--- config.mk ---
export PLATFORM = sky130hd
export DESIGN_NAME = adx_adpcm_block_decoder_flat
export DESIGN_NICKNAME = d
export VERILOG_FILES = /design/src/adx_pkg.sv /design/src/adx_if.sv /design/src/adx_adpcm_block_decoder.sv /design/src/flat_wrapper.sv
export VERILOG_INCLUDE_DIRS = /design/src /design/src/src
export SDC_FILE = /design/constraint.sdc
export NUM_CORES = 1
export LEC_CHECK = 0
export BUFFER_PORTS_ARGS = -buffer_cell sky130_fd_sc_hd__buf_4
export CORE_ASPECT_RATIO = 1.25
export CORE_MARGIN = 5
export CORE_UTILIZATION = 47
export CTS_CLUSTER_SIZE = 28
export DETAILED_ROUTE_END_ITERATION = 7
export PLACE_DENSITY = 0.7
export SLEW_MARGIN = 30
export SYNTH_ARGS = -nofsm -noshare
export SYNTH_HDL_FRONTEND = slang
export SYNTH_SLANG_ARGS = --single-unit
--- constraint.sdc ---
create_clock -name clk_i -period 28.2 [get_ports clk_i]
set_input_delay 2.82 -clock clk_i [delete_from_list [all_inputs] [get_ports clk_i]]
set_output_delay 2.82 -clock clk_i [all_outputs]
set_load 0.005 [all_outputs]
--- src/assert_macros.svh ---
// assertion macros for the rtl decoder
`ifndef ASSERT_MACROS_SVH
`define ASSERT_MACROS_SVH

// checked on every clock edge outside reset
`define ADX_ASSERT(name, prop) \
  name: assert property (@(posedge clk_i) disable iff (!rst_ni) prop) \
    else $error("adx assertion failed");

// checked on every clock edge, reset included
`define ADX_ASSERT_ALWAYS(name, prop) \
  name: assert property (@(posedge clk_i) prop) \
    else $error("adx assertion failed");

`endif

--- src/adx_pkg.sv ---
`timescale 1ns / 1ps

package adx_pkg;

  // channel history storage
  localparam int MAX_CHANNELS = 2;
  localparam int CH_W = (MAX_CHANNELS > 1) ? $clog2(MAX_CHANNELS) : 1;

  // payload widths
  localparam int BYTE_W   = 8;
  localparam int SAMPLE_W = 16;
  localparam int SCALE_W  = 16;
  localparam int NIB_W    = 4;

  // configuration register widths
  localparam int BB_W    = 8;
  localparam int CC_W    = 2;
  localparam int COEFF_W = 13;

  // apb port
  localparam int APB_DATA_W = 32;
  localparam int APB_ADDR_W = 4;

  // datapath
  localparam int FRAC_BITS = 12;
  localparam int MUL_W     = 17;
  localparam int ACC_W     = 31;

  localparam int SAMPLE_MAX = 32767;
  localparam int SAMPLE_MIN = -32768;
  localparam int BB_MIN     = 3;

  // reset values of the configuration registers
  localparam logic [BB_W-1:0]           BB_RESET = 8'd18;
  localparam logic [CC_W-1:0]           CC_RESET = 2'd2;
  localparam logic [COEFF_W-1:0]        C1_RESET = 13'd7334;
  localparam logic signed [COEFF_W-1:0] C2_RESET = -13'sd3283;

  // register index within the apb map
  typedef enum logic [1:0] {
    REG_BLOCK_BYTES   = 2'd0,
    REG_CHANNEL_COUNT = 2'd1,
    REG_COEFF_FIRST   = 2'd2,
    REG_COEFF_SECOND  = 2'd3
  } cfg_reg_e;

endpackage

--- src/adx_if.sv ---
`timescale 1ns / 1ps

// byte stream request channel
interface adx_in_if;
  logic                          valid;
  logic                          ready;
  logic [adx_pkg::BYTE_W-1:0]    stream_byte;
  logic                          restart;

  modport source (output valid, output stream_byte, output restart, input ready);
  modport sink   (input valid, input stream_byte, input restart, output ready);
endinterface

// decoded sample channel
interface adx_out_if;
  logic                                valid;
  logic                                ready;
  logic signed [adx_pkg::SAMPLE_W-1:0] sample;
  logic                                channel;
  logic                                last_of_byte;
  logic                                frame_end;

  modport source (output valid, output sample, output channel, output last_of_byte,
                  output frame_end, input ready);
  modport sink   (input valid, input sample, input channel, input last_of_byte,
                  input frame_end, output ready);
endinterface

--- src/adx_adpcm_block_decoder.sv ---
`timescale 1ns / 1ps
`include "assert_macros.svh"

// ADX ADPCM block decoder: takes one stream byte per request and returns two
// 16-bit samples for every data byte, none for the two scale bytes that open
// each channel block. A data byte keeps the input side busy until the sample
// consumer has taken its second sample: each of its two samples passes three
// times through a single shared 17x17 multiplier (weight on previous sample,
// weight on the one before, nibble times scale), then passes the saturation
// state and waits in the output register until taken. The user must write
// configuration over the apb port only while the block is idle; the block
// does not enforce this. pready is always high.
module adx_adpcm_block_decoder (
  input  logic                             clk_i,
  input  logic                             rst_ni,
  // configuration
  input  logic                             psel,
  input  logic                             penable,
  input  logic                             pwrite,
  input  logic [adx_pkg::APB_ADDR_W-1:0]   paddr,
  input  logic [adx_pkg::APB_DATA_W-1:0]   pwdata,
  output logic [adx_pkg::APB_DATA_W-1:0]   prdata,
  output logic                             pready,
  // streams
  adx_in_if.sink                           in_req,
  adx_out_if.source                        out_res
);

  localparam int CH_W  = adx_pkg::CH_W;
  localparam int ACC_W = adx_pkg::ACC_W;
  localparam int MUL_W = adx_pkg::MUL_W;

  typedef enum logic [2:0] {
    ST_IDLE,
    ST_MAC1,
    ST_MAC2,
    ST_MAC3,
    ST_SAT,
    ST_OUT
  } state_e;

  state_e state_q;

  // configuration registers
  logic [adx_pkg::BB_W-1:0]           bb_q;
  logic [adx_pkg::CC_W-1:0]           cc_q;
  logic [adx_pkg::COEFF_W-1:0]        c1_q;
  logic signed [adx_pkg::COEFF_W-1:0] c2_q;

  // stream position
  logic [adx_pkg::BB_W-1:0]    pos_q;
  logic [CH_W-1:0]             ch_q;
  logic [adx_pkg::SCALE_W-1:0] scale_q;

  // per-channel history
  logic signed [adx_pkg::SAMPLE_W-1:0] hist1_q [adx_pkg::MAX_CHANNELS];
  logic signed [adx_pkg::SAMPLE_W-1:0] hist2_q [adx_pkg::MAX_CHANNELS];

  // work registers of the data byte in flight
  logic [adx_pkg::BYTE_W-1:0] work_byte_q;
  logic [CH_W-1:0]            work_ch_q;
  logic                       work_fend_q;
  logic                       half_q;
  logic signed [ACC_W-1:0]    acc_q;

  // output register
  logic                                out_valid_q;
  logic signed [adx_pkg::SAMPLE_W-1:0] out_sample_q;
  logic                                out_ch_q;
  logic                                out_last_q;
  logic                                out_fend_q;

  // apb decode
  adx_pkg::cfg_reg_e cfg_idx;
  logic              cfg_we;

  assign cfg_idx = adx_pkg::cfg_reg_e'(paddr[3:2]);
  assign cfg_we  = psel && penable && pwrite;
  assign pready  = 1'b1;

  // register readback
  always_comb begin
    unique case (cfg_idx)
      adx_pkg::REG_BLOCK_BYTES:   prdata = adx_pkg::APB_DATA_W'(bb_q);
      adx_pkg::REG_CHANNEL_COUNT: prdata = adx_pkg::APB_DATA_W'(cc_q);
      adx_pkg::REG_COEFF_FIRST:   prdata = adx_pkg::APB_DATA_W'(c1_q);
      adx_pkg::REG_COEFF_SECOND:  prdata = adx_pkg::APB_DATA_W'($unsigned(c2_q));
      default:                    prdata = '0;
    endcase
  end

  // effective position of the incoming byte
  logic                     in_fire;
  logic [adx_pkg::BB_W-1:0] pos_eff;
  logic [CH_W-1:0]          ch_eff;
  logic [adx_pkg::BB_W-1:0] bb_eff;
  logic [adx_pkg::CC_W-1:0] cc_eff;
  logic                     block_done;
  logic                     frame_done;

  assign in_fire = in_req.valid && in_req.ready;
  assign pos_eff = in_req.restart ? '0 : pos_q;

  always_comb begin
    if (in_req.restart || int'(ch_q) >= adx_pkg::MAX_CHANNELS) begin
      ch_eff = '0;
    end else begin
      ch_eff = ch_q;
    end
    bb_eff = (int'(bb_q) < adx_pkg::BB_MIN) ? adx_pkg::BB_W'(adx_pkg::BB_MIN) : bb_q;
    if (cc_q == '0) begin
      cc_eff = adx_pkg::CC_W'(1);
    end else if (int'(cc_q) > adx_pkg::MAX_CHANNELS) begin
      cc_eff = adx_pkg::CC_W'(adx_pkg::MAX_CHANNELS);
    end else begin
      cc_eff = cc_q;
    end
  end

  assign block_done = (int'(pos_eff) + 1) >= int'(bb_eff);
  assign frame_done = block_done && ((int'(ch_eff) + 1) >= int'(cc_eff));

  // shared multiplier operand select
  logic signed [adx_pkg::NIB_W-1:0]     nibble;
  logic signed [MUL_W-1:0]              mul_a;
  logic signed [MUL_W-1:0]              mul_b;
  logic signed [2*MUL_W-1:0]            product;
  logic signed [adx_pkg::SAMPLE_W-1:0]  h1_rd;
  logic signed [adx_pkg::SAMPLE_W-1:0]  h2_rd;

  assign nibble = half_q ? $signed(work_byte_q[3:0]) : $signed(work_byte_q[7:4]);
  assign h1_rd  = hist1_q[work_ch_q];
  assign h2_rd  = hist2_q[work_ch_q];

  always_comb begin
    unique case (state_q)
      ST_MAC1: begin
        mul_a = $signed(MUL_W'(c1_q));
        mul_b = MUL_W'(h1_rd);
      end
      ST_MAC2: begin
        mul_a = MUL_W'(c2_q);
        mul_b = MUL_W'(h2_rd);
      end
      ST_MAC3: begin
        mul_a = MUL_W'(nibble);
        mul_b = $signed(MUL_W'(scale_q));
      end
      default: begin
        mul_a = '0;
        mul_b = '0;
      end
    endcase
  end

  assign product = mul_a * mul_b;

  // accumulator next value and saturation
  logic signed [ACC_W-1:0]             acc_shift;
  logic signed [adx_pkg::SAMPLE_W-1:0] sat_val;

  assign acc_shift = acc_q >>> adx_pkg::FRAC_BITS;

  always_comb begin
    if (acc_q > ACC_W'(adx_pkg::SAMPLE_MAX)) begin
      sat_val = adx_pkg::SAMPLE_W'(adx_pkg::SAMPLE_MAX);
    end else if (acc_q < ACC_W'(adx_pkg::SAMPLE_MIN)) begin
      sat_val = adx_pkg::SAMPLE_W'(adx_pkg::SAMPLE_MIN);
    end else begin
      sat_val = adx_pkg::SAMPLE_W'(acc_q);
    end
  end

  // sequencer, datapath and output register
  always_ff @(posedge clk_i or negedge rst_ni) begin
    if (!rst_ni) begin
      state_q     <= ST_IDLE;
      bb_q        <= adx_pkg::BB_RESET;
      cc_q        <= adx_pkg::CC_RESET;
      c1_q        <= adx_pkg::C1_RESET;
      c2_q        <= adx_pkg::C2_RESET;
      pos_q       <= '0;
      ch_q        <= '0;
      scale_q     <= '0;
      half_q      <= 1'b0;
      out_valid_q <= 1'b0;
      for (int i = 0; i < adx_pkg::MAX_CHANNELS; i++) begin
        hist1_q[i] <= '0;
        hist2_q[i] <= '0;
      end
    end else begin
      // configuration writes
      if (cfg_we) begin
        unique case (cfg_idx)
          adx_pkg::REG_BLOCK_BYTES:   bb_q <= pwdata[adx_pkg::BB_W-1:0];
          adx_pkg::REG_CHANNEL_COUNT: cc_q <= pwdata[adx_pkg::CC_W-1:0];
          adx_pkg::REG_COEFF_FIRST:   c1_q <= pwdata[adx_pkg::COEFF_W-1:0];
          adx_pkg::REG_COEFF_SECOND:  c2_q <= $signed(pwdata[adx_pkg::COEFF_W-1:0]);
          default: ;
        endcase
      end

      unique case (state_q)
        ST_IDLE: begin
          if (in_fire) begin
            if (in_req.restart) begin
              for (int i = 0; i < adx_pkg::MAX_CHANNELS; i++) begin
                hist1_q[i] <= '0;
                hist2_q[i] <= '0;
              end
            end
            // scale bytes, then data bytes
            if (pos_eff == '0) begin
              scale_q <= {in_req.stream_byte, scale_q[7:0]};
            end else if (pos_eff == adx_pkg::BB_W'(1)) begin
              scale_q <= {scale_q[15:8], in_req.stream_byte};
            end else begin
              work_byte_q <= in_req.stream_byte;
              work_ch_q   <= ch_eff;
              work_fend_q <= frame_done;
              half_q      <= 1'b0;
              state_q     <= ST_MAC1;
            end
            // advance block position
            if (block_done) begin
              pos_q <= '0;
              ch_q  <= frame_done ? '0 : CH_W'(int'(ch_eff) + 1);
            end else begin
              pos_q <= pos_eff + adx_pkg::BB_W'(1);
              ch_q  <= ch_eff;
            end
          end
        end
        ST_MAC1: begin
          acc_q   <= ACC_W'(product);
          state_q <= ST_MAC2;
        end
        ST_MAC2: begin
          acc_q   <= acc_q + ACC_W'(product);
          state_q <= ST_MAC3;
        end
        ST_MAC3: begin
          acc_q   <= acc_shift + ACC_W'(product);
          state_q <= ST_SAT;
        end
        ST_SAT: begin
          hist2_q[work_ch_q] <= h1_rd;
          hist1_q[work_ch_q] <= sat_val;
          out_sample_q       <= sat_val;
          out_ch_q           <= work_ch_q[0];
          out_last_q         <= half_q;
          out_fend_q         <= half_q && work_fend_q;
          out_valid_q        <= 1'b1;
          state_q            <= ST_OUT;
        end
        ST_OUT: begin
          if (out_res.ready) begin
            out_valid_q <= 1'b0;
            if (half_q) begin
              state_q <= ST_IDLE;
            end else begin
              half_q  <= 1'b1;
              state_q <= ST_MAC1;
            end
          end
        end
        default: state_q <= ST_IDLE;
      endcase
    end
  end

  // port drive
  assign in_req.ready         = (state_q == ST_IDLE);
  assign out_res.valid        = out_valid_q;
  assign out_res.sample       = out_sample_q;
  assign out_res.channel      = out_ch_q;
  assign out_res.last_of_byte = out_last_q;
  assign out_res.frame_end    = out_fend_q;

  // checks
  `ADX_ASSERT(a_busy_excl, !(in_req.ready && out_res.valid))
  `ADX_ASSERT(a_out_from_sat, $rose(out_valid_q) |-> $past(state_q == ST_SAT))
  `ADX_ASSERT(a_last_frees, out_res.valid && out_res.ready && out_res.last_of_byte |=> in_req.ready)
  `ADX_ASSERT(a_fend_on_last, out_res.valid && out_res.frame_end |-> out_res.last_of_byte)
  `ADX_ASSERT_ALWAYS(a_reset_quiet, !rst_ni |-> !out_res.valid && state_q == ST_IDLE)

endmodule

--- src/flat_wrapper.sv ---
// flat-port wrapper written by rule: the top's interface ports become plain ports
module adx_adpcm_block_decoder_flat 
  (clk_i, rst_ni, psel, penable, pwrite, paddr, pwdata, prdata, pready, in_req_valid, in_req_stream_byte, in_req_restart, in_req_ready, out_res_valid, out_res_sample, out_res_channel, out_res_last_of_byte, out_res_frame_end, out_res_ready);
  adx_in_if in_req_i ();
  adx_out_if out_res_i ();
  input  logic clk_i;
  input  logic rst_ni;
  input  logic psel;
  input  logic penable;
  input  logic pwrite;
  input  logic [adx_pkg::APB_ADDR_W-1:0] paddr;
  input  logic [adx_pkg::APB_DATA_W-1:0] pwdata;
  output logic [adx_pkg::APB_DATA_W-1:0] prdata;
  output logic pready;
  input wire logic [$bits(in_req_i.valid)-1:0] in_req_valid;
  input wire logic [$bits(in_req_i.stream_byte)-1:0] in_req_stream_byte;
  input wire logic [$bits(in_req_i.restart)-1:0] in_req_restart;
  output wire logic [$bits(in_req_i.ready)-1:0] in_req_ready;
  output wire logic [$bits(out_res_i.valid)-1:0] out_res_valid;
  output wire logic [$bits(out_res_i.sample)-1:0] out_res_sample;
  output wire logic [$bits(out_res_i.channel)-1:0] out_res_channel;
  output wire logic [$bits(out_res_i.last_of_byte)-1:0] out_res_last_of_byte;
  output wire logic [$bits(out_res_i.frame_end)-1:0] out_res_frame_end;
  input wire logic [$bits(out_res_i.ready)-1:0] out_res_ready;
  assign in_req_i.valid = in_req_valid;
  assign in_req_i.stream_byte = in_req_stream_byte;
  assign in_req_i.restart = in_req_restart;
  assign in_req_ready = in_req_i.ready;
  assign out_res_valid = out_res_i.valid;
  assign out_res_sample = out_res_i.sample;
  assign out_res_channel = out_res_i.channel;
  assign out_res_last_of_byte = out_res_i.last_of_byte;
  assign out_res_frame_end = out_res_i.frame_end;
  assign out_res_i.ready = out_res_ready;
  adx_adpcm_block_decoder u_core (.clk_i(clk_i), .rst_ni(rst_ni), .psel(psel), .penable(penable), .pwrite(pwrite), .paddr(paddr), .pwdata(pwdata), .prdata(prdata), .pready(pready), .in_req(in_req_i), .out_res(out_res_i));
endmodule
=== Word-level counts from Yosys, hierarchy flattened ===
Index checks and enable logic that the tools add are counted.

* Word-level logic and storage cells: 126
* Output and inout bits: 54
* Flip-flop bits (word level): 190

* Reductions and logical operators: 28
* Magnitude comparators: 8
* Equal/unequal tests: 14
* Bitwise operators: 3
* Add/sub/neg operators: 5
* $mul: 1
* Mux-type cells: 44

{| class="wikitable"
|+ Operators with widths
! cell !! number
|-
| 16-bit 2-to-1 mux || 10
|-
| 32-bit one-hot mux with 2 select lines || 2
|-
| 32-bit one-hot mux with 4 select lines || 1
|-
| 17-bit one-hot mux with 3 select lines || 2
|-
| 31-bit one-hot mux with 3 select lines || 1
|-
| 32-bit bitwise mux || 2
|-
| 32-bit 2-to-1 mux || 2
|-
| 32-bit by 3-bit >= comparator with 1-bit output || 1
|-
| 32-bit by 9-bit >= comparator with 1-bit output || 1
|-
| 8-bit 2-to-1 mux || 4
|-
| 19-bit by 31-bit adder with 31-bit output || 1
|-
| 31-bit adder || 1
|-
| 31-bit by 16-bit greater-than comparator with 1-bit output (second input constant) || 1
|-
| 31-bit by 16-bit < comparator with 1-bit output (second input constant) || 1
|-
| 17-bit by 17-bit multiplier with 31-bit output || 1
|-
| 3-bit one-hot mux with 6 select lines || 1
|-
| 16-bit demux with 1-bit select || 1
|-
| 2-bit AND reduction || 8
|-
| 3-bit 2-to-1 mux || 4
|-
| 2-bit inequality test (second input constant) || 5
|-
| 5-bit AND reduction || 2
|-
| 8-bit by 1-bit adder with 9-bit output (second input constant) || 1
|-
| 1-bit 2-to-1 mux || 9
|-
| 8-bit by 1-bit adder with 8-bit output (second input constant) || 1
|-
| 24 further kinds || 40
|}

=== Logic depth before layout (Yosys ltp) ===
* Depth after elaboration: 8
* Gate-level depth with buffers: 39

=== Least setup slack after synthesis ===
No wires, ideal clock.

* Path kind: register -> register
* Start point: register u_core.state_q[1]
* End point: register u_core.acc_q[30], data pin
* Arrival time: 8696 ps
* Cell stages (with the launch flop): 37
* Slack: 19244 ps
* Period minus slack after synthesis: 8956 ps
* Cell sequence: dfrtp_1 > buf_2 > nor2b_1 > and2_0 > clkbuf_1 > nand2_1 > o221ai_1 > clkbuf_1 > nand2_1 > fa_1 > inv_1 > fa_1 > fa_1 > fa_1 > fa_1 > inv_1 > fa_1 > inv_1 > ha_1 > a21oi_1 > o21bai_1 > a221o_1 > or3_1 > a31oi_1 > o31ai_2 > xor2_1 > ha_1 > buf_2 > nand2_1 > nor2_1 > a211oi_1 > a211oi_1 > o31ai_1 > a21o_1 > a21oi_1 > xnor2_1 > xnor2_1

* Longest elaborated chain between the ends: 5
* Elaborated cells between the ends (all ways): 9
* Those cells by class: add/sub (2); mul (1); eq/ne (3); mux (3)

{| class="wikitable"
|+ Ends and longest elaborated chain
! item !! RTL line !! text
|-
| start, declared || adx_adpcm_block_decoder.sv:42 || <nowiki>state_e state_q;</nowiki>
|-
| start signal, assigned || adx_adpcm_block_decoder.sv:177 || <nowiki>state_q <= ST_IDLE;</nowiki>
|-
| start signal, assigned || adx_adpcm_block_decoder.sv:222 || <nowiki>state_q <= ST_MAC1;</nowiki>
|-
| start signal, assigned || adx_adpcm_block_decoder.sv:236 || <nowiki>state_q <= ST_MAC2;</nowiki>
|-
| 3-bit by 2-bit == test with 1-bit output or 3-bit by 1-bit == test with 1-bit output (tied branches) || adx_adpcm_block_decoder.sv:136, adx_adpcm_block_decoder.sv:203 ||
|-
| 17-bit one-hot mux with 3 select lines || adx_adpcm_block_decoder.sv:136 || <nowiki>unique case (state_q)</nowiki>
|-
| 17-bit by 17-bit multiplier with 31-bit output || adx_adpcm_block_decoder.sv:156 || <nowiki>assign product = mul_a * mul_b;</nowiki>
|-
| 19-bit by 31-bit adder with 31-bit output or 31-bit adder (tied branches) || adx_adpcm_block_decoder.sv:243, adx_adpcm_block_decoder.sv:239 ||
|-
| 31-bit one-hot mux with 3 select lines (*) || adx_adpcm_block_decoder.sv:203 || <nowiki>unique case (state_q)</nowiki>
|-
| end signal, assigned || adx_adpcm_block_decoder.sv:235 || <nowiki>acc_q <= ACC_W'(product);</nowiki>
|-
| end signal, assigned || adx_adpcm_block_decoder.sv:239 || <nowiki>acc_q <= acc_q + ACC_W'(product);</nowiki>
|-
| end signal, assigned || adx_adpcm_block_decoder.sv:243 || <nowiki>acc_q <= acc_shift + ACC_W'(product);</nowiki>
|-
| end, declared || adx_adpcm_block_decoder.sv:64 || <nowiki>logic signed [ACC_W-1:0] acc_q;</nowiki>
|}

Every way passes the cells marked *; elsewhere a longest branch is shown, timed or not.
A chain may end at the register's enable or synchronous reset.

=== Final worst setup path ===
* Start point: register u_core.state_q[2]
* End point: register u_core.acc_q[30], data pin

The elaborated chain is that of the path after synthesis.

==> results.sh <==
export IMPL_place_detailed_hpwl_um=40550
export IMPL_timing_worst_slew_pin_value_ns=0.9509
export IMPL_drc=0
export IMPL_critical_path_top_cell_by_count="sky130_fd_sc_hd__fa_1"
export IMPL_flow_area_growth_from_synthesis_pct=8.466
export IMPL_total_power_mw=2.320
export IMPL_final_setup_skew_ns=0.02073
export IMPL_timing_max_slew_rel_slack=0.3639
export IMPL_timing_fmax_ghz=0.08819
export IMPL_pin_count_of_the_biggest_net_entering_global_routing=72
export IMPL_worst_reg2reg_endpoint="u_core.acc_q[30]"
export IMPL_r2r_start="u_core.state_q[2]"
export IMPL_netlist_top_cell_by_area="sky130_fd_sc_hd__fa_1"
export IMPL_antenna_found_initial=0
export IMPL_boundaryPins=106
export IMPL_num_antenna_cells=0
export IMPL_layout_cell_share_with_drive_strength_beyond_1=0.1029
export IMPL_required_ns=28.43
export IMPL_syn_area_per_cell_um2=9.272
export IMPL_gpl_final_weighted_congestion=0.9215
export IMPL_synth_yosys_seq_area_share=0.2503
export IMPL_nNetsFinal=2640
export IMPL_start_util=0.4731
export IMPL_grt_pass1_vias=16290
export IMPL_setup_viol_count_final=0
export IMPL_total_clock_buffers_created_by_cts=17
export IMPL_portBuffers=64
export IMPL_min_period_over_period=0.4021
export IMPL_setup_worst_path_class="reg2reg"
export IMPL_vert_die_dim_um=242.2
export IMPL_dr_first_iter_drc_count=988
export IMPL_multiInputGateArea_mm2=0.01346
export IMPL_critical_path_slowest_cell="sky130_fd_sc_hd__a21oi_1"
export IMPL_postSynth_topFlopCell="sky130_fd_sc_hd__dfrtp_1"
export IMPL_final_seq_area_mm2=0.005076
export IMPL_clkSlewWorstSetupHoldPaths_ns=0.09
export IMPL_globalRoute_totalOverflow=0
export IMPL_count_of_tritonroute_iterations_in_the_first_routing_pass=5
export IMPL_cts_resized=0
export IMPL_hold_path_class="reg2reg"
export IMPL_post_cts_repair_setup_buffers=0
export IMPL_post_route_min_period_ns=11.34
export IMPL_hold_path_depth=1
export IMPL_cts_num_sinks=190
export IMPL_worst_endpoint_arrival_ns=11.56
export IMPL_track_usage=0.2209
export IMPL_synth_async_sr_flop_share=0.6842
export IMPL_yosys_register_bits=190
export IMPL_max_capacitance_violation_count=0
export IMPL_synth_top_cells_by_count="363 x sky130_fd_sc_hd__inv_1, 318 x sky130_fd_sc_hd__nand2_1, 252 x sky130_fd_sc_hd__fa_1"
export IMPL_run_status="complete, no violations"
export IMPL_fin_setup_tns_ns=0
export IMPL_ctsHoldBuffers=0
export IMPL_routed_length_per_instance_um=18.41
export IMPL_avgViaCountPerCell=5.569
export IMPL_timing_critical_path_from="u_core.state_q[2]"
export IMPL_worstSkewPairLatency_ns=0.47
export IMPL_regToRegSetupSlack_ns=16.86
export IMPL_detailroute_via_count=15540
export IMPL_holdWs_ns=0.5064
export IMPL_cts_tree="built"
export IMPL_max_stage_delay_ns=0.75
export IMPL_postLayoutCoreUtil=0.5132
export IMPL_core_area_mm2=0.04286
export IMPL_post_synth_main_area_contributors="sky130_fd_sc_hd__fa_1 25%, sky130_fd_sc_hd__dfrtp_1 14%, sky130_fd_sc_hd__edfxtp_1 8.9%"
export IMPL_htree_levels=4
export IMPL_fp_row_count=85
export IMPL_end_kind="flop"
export IMPL_path_max_fanout=16
export IMPL_synthCells=2187
export IMPL_number_of_hold_violations_in_the_final_report=0
export IMPL_yosysTopAreaCellShare=0.2488
export IMPL_worstSetupStartpointType="flop"
export IMPL_clock_path_buffers=2
export IMPL_die_w_um=195.8
export IMPL_area_of_the_mapped_netlist_mm2=0.02028
export IMPL_total_leakage_power_nw=10.82
export IMPL_final_fill_count=3862
export IMPL_floorplan_die_area_mm2=0.04742
export IMPL_rsz_0062_raised_after_global_routing="false"
export IMPL_vdd_ir_drop_max_v=0.00005684
export IMPL_drtAntennaViolNets=0
export IMPL_grt_pass1_wl_um=85270
export IMPL_synth_yosys_warnings=0
export IMPL_finalMaxSlewViolations=0
export IMPL_synth_edf_count=60
export IMPL_power_density_mw_per_mm2=105.5
export IMPL_synth_most_common_cell="sky130_fd_sc_hd__inv_1"
export IMPL_clock_root_buffer="sky130_fd_sc_hd__clkbuf_16"
export IMPL_worst_r2r_cell_count=32
export IMPL_number_of_distinct_library_cells_after_synthesis=81
export IMPL_worst_setup_path_endpoint="u_core.acc_q[30]"
export IMPL_detail_route_wirelength_um=51370
## metal layers
metal	GRT usage	wire (um)	vias to the layer above	share of wire
li1	-	-	7086	-
met2	0.3881	26560	485	0.52
met1	0.2717	20340	7851	0.40
met3	0.02865	2205	121	0.043
met5	0	0	-	0
met4	0.09655	2276	0	0.044
## worst min path at each step
stage | start | end | slack [ns]
4_1_cts | u_core.hist2_q[24] | u_core.hist2_q[24] | 0.51
3_3_place_gp | u_core.hist2_q[26] | u_core.hist2_q[26] | 0.48
6_report | u_core.cc_q[0] | u_core.cc_q[0] | 0.51
2_1_floorplan | u_core.half_q | u_core.out_res.last_of_byte | 0.42
5_1_grt | u_core.cc_q[0] | u_core.cc_q[0] | 0.53
3_5_place_dp | u_core.hist2_q[29] | u_core.hist2_q[29] | 0.48
## critical path, delay by kind of cell (launching register included)
family                     cells  cell delay, ns
xor gates and xnor gates       3            0.46
DFF                            1            0.71
adders and majority gates      8            4.04
AOI/OAI and AO/OA             12            3.68
buffers and inverters          4            0.87
and+or+nand+nor                5            1.33
## logic make-up after synthesis
logic type,Yosys count,synth area share
AO/OA/AOI/OAI,360,0.1206
flip-flops,190,0.2503
AND/OR/NAND/NOR,624,0.1312
XOR/XNOR,62,0.02678
other,2,0.0003704
multiplexers,100,0.05381
adder cells (fa/ha/maj),375,0.3247
buffers and inverters,474,0.09213
## cell usage in the layout (no fill, tap or decap), types with 11 or more instances in the layout
cell type                   instances
sky130_fd_sc_hd__nand2_1          317
sky130_fd_sc_hd__o21ai_0           94
sky130_fd_sc_hd__dfrtp_1          113
sky130_fd_sc_hd__a22o_1            35
sky130_fd_sc_hd__fa_1             252
sky130_fd_sc_hd__a211oi_1          15
sky130_fd_sc_hd__dfstp_2           17
sky130_fd_sc_hd__buf_4             98
sky130_fd_sc_hd__a21o_1            25
sky130_fd_sc_hd__mux2_2            48
sky130_fd_sc_hd__mux2i_1           49
sky130_fd_sc_hd__clkbuf_16         17
sky130_fd_sc_hd__xor2_1            29
sky130_fd_sc_hd__xnor2_1           33
sky130_fd_sc_hd__nand3_1           19
sky130_fd_sc_hd__nor2b_1           22
sky130_fd_sc_hd__and2_1            21
sky130_fd_sc_hd__inv_1            363
sky130_fd_sc_hd__a21oi_1           84
sky130_fd_sc_hd__edfxtp_1          60
sky130_fd_sc_hd__conb_1            20
sky130_fd_sc_hd__nor2_1           170
sky130_fd_sc_hd__nor3_1            13
sky130_fd_sc_hd__ha_1             123
sky130_fd_sc_hd__o22ai_1           11
sky130_fd_sc_hd__nand2b_1          20
## layout make-up
cell class	count	area share
clock buffers	17	0.01934
inverters	364	0.06212
flip-flops and latches	190	0.2308
multi-input cells	1541	0.6118
well taps	565	0.03214
clock inverters	15	0.009785
repair buffers	99	0.03396
## sequential cells by signal, summed over array words and instances (netlist names), 2 cells and up
register,cells
u_core.hist1_q,32
u_core.work_byte_q,8
u_core.c2_q,13
u_core.c1_q,13
u_core.state_q,3
u_core.pos_q,8
u_core.hist2_q,32
u_core.cc_q,2
u_core.bb_q,8
u_core.scale_q,16
u_core.acc_q,31
u_core.out_res.sample,16
## metrics by stage
stage,setup slack (ns),instances,area (um^2)
after floorplan,19.24,2205,20340
after global placement,17.27,2759,21320
after detailed placement,17.09,2759,21350
after CTS,17.06,2791,21990
after global routing,16.36,2791,21990
final,16.86,2791,21990
## power breakdown
group	switching, mW	internal [mW]	total [mW]
clock	0.132	0.131	0.263
sequential	0.0840	0.411	0.495
combinational	0.967	0.596	1.56
total	1.18	1.14	2.32
Note: power is estimated with default switching activity, not from simulation.
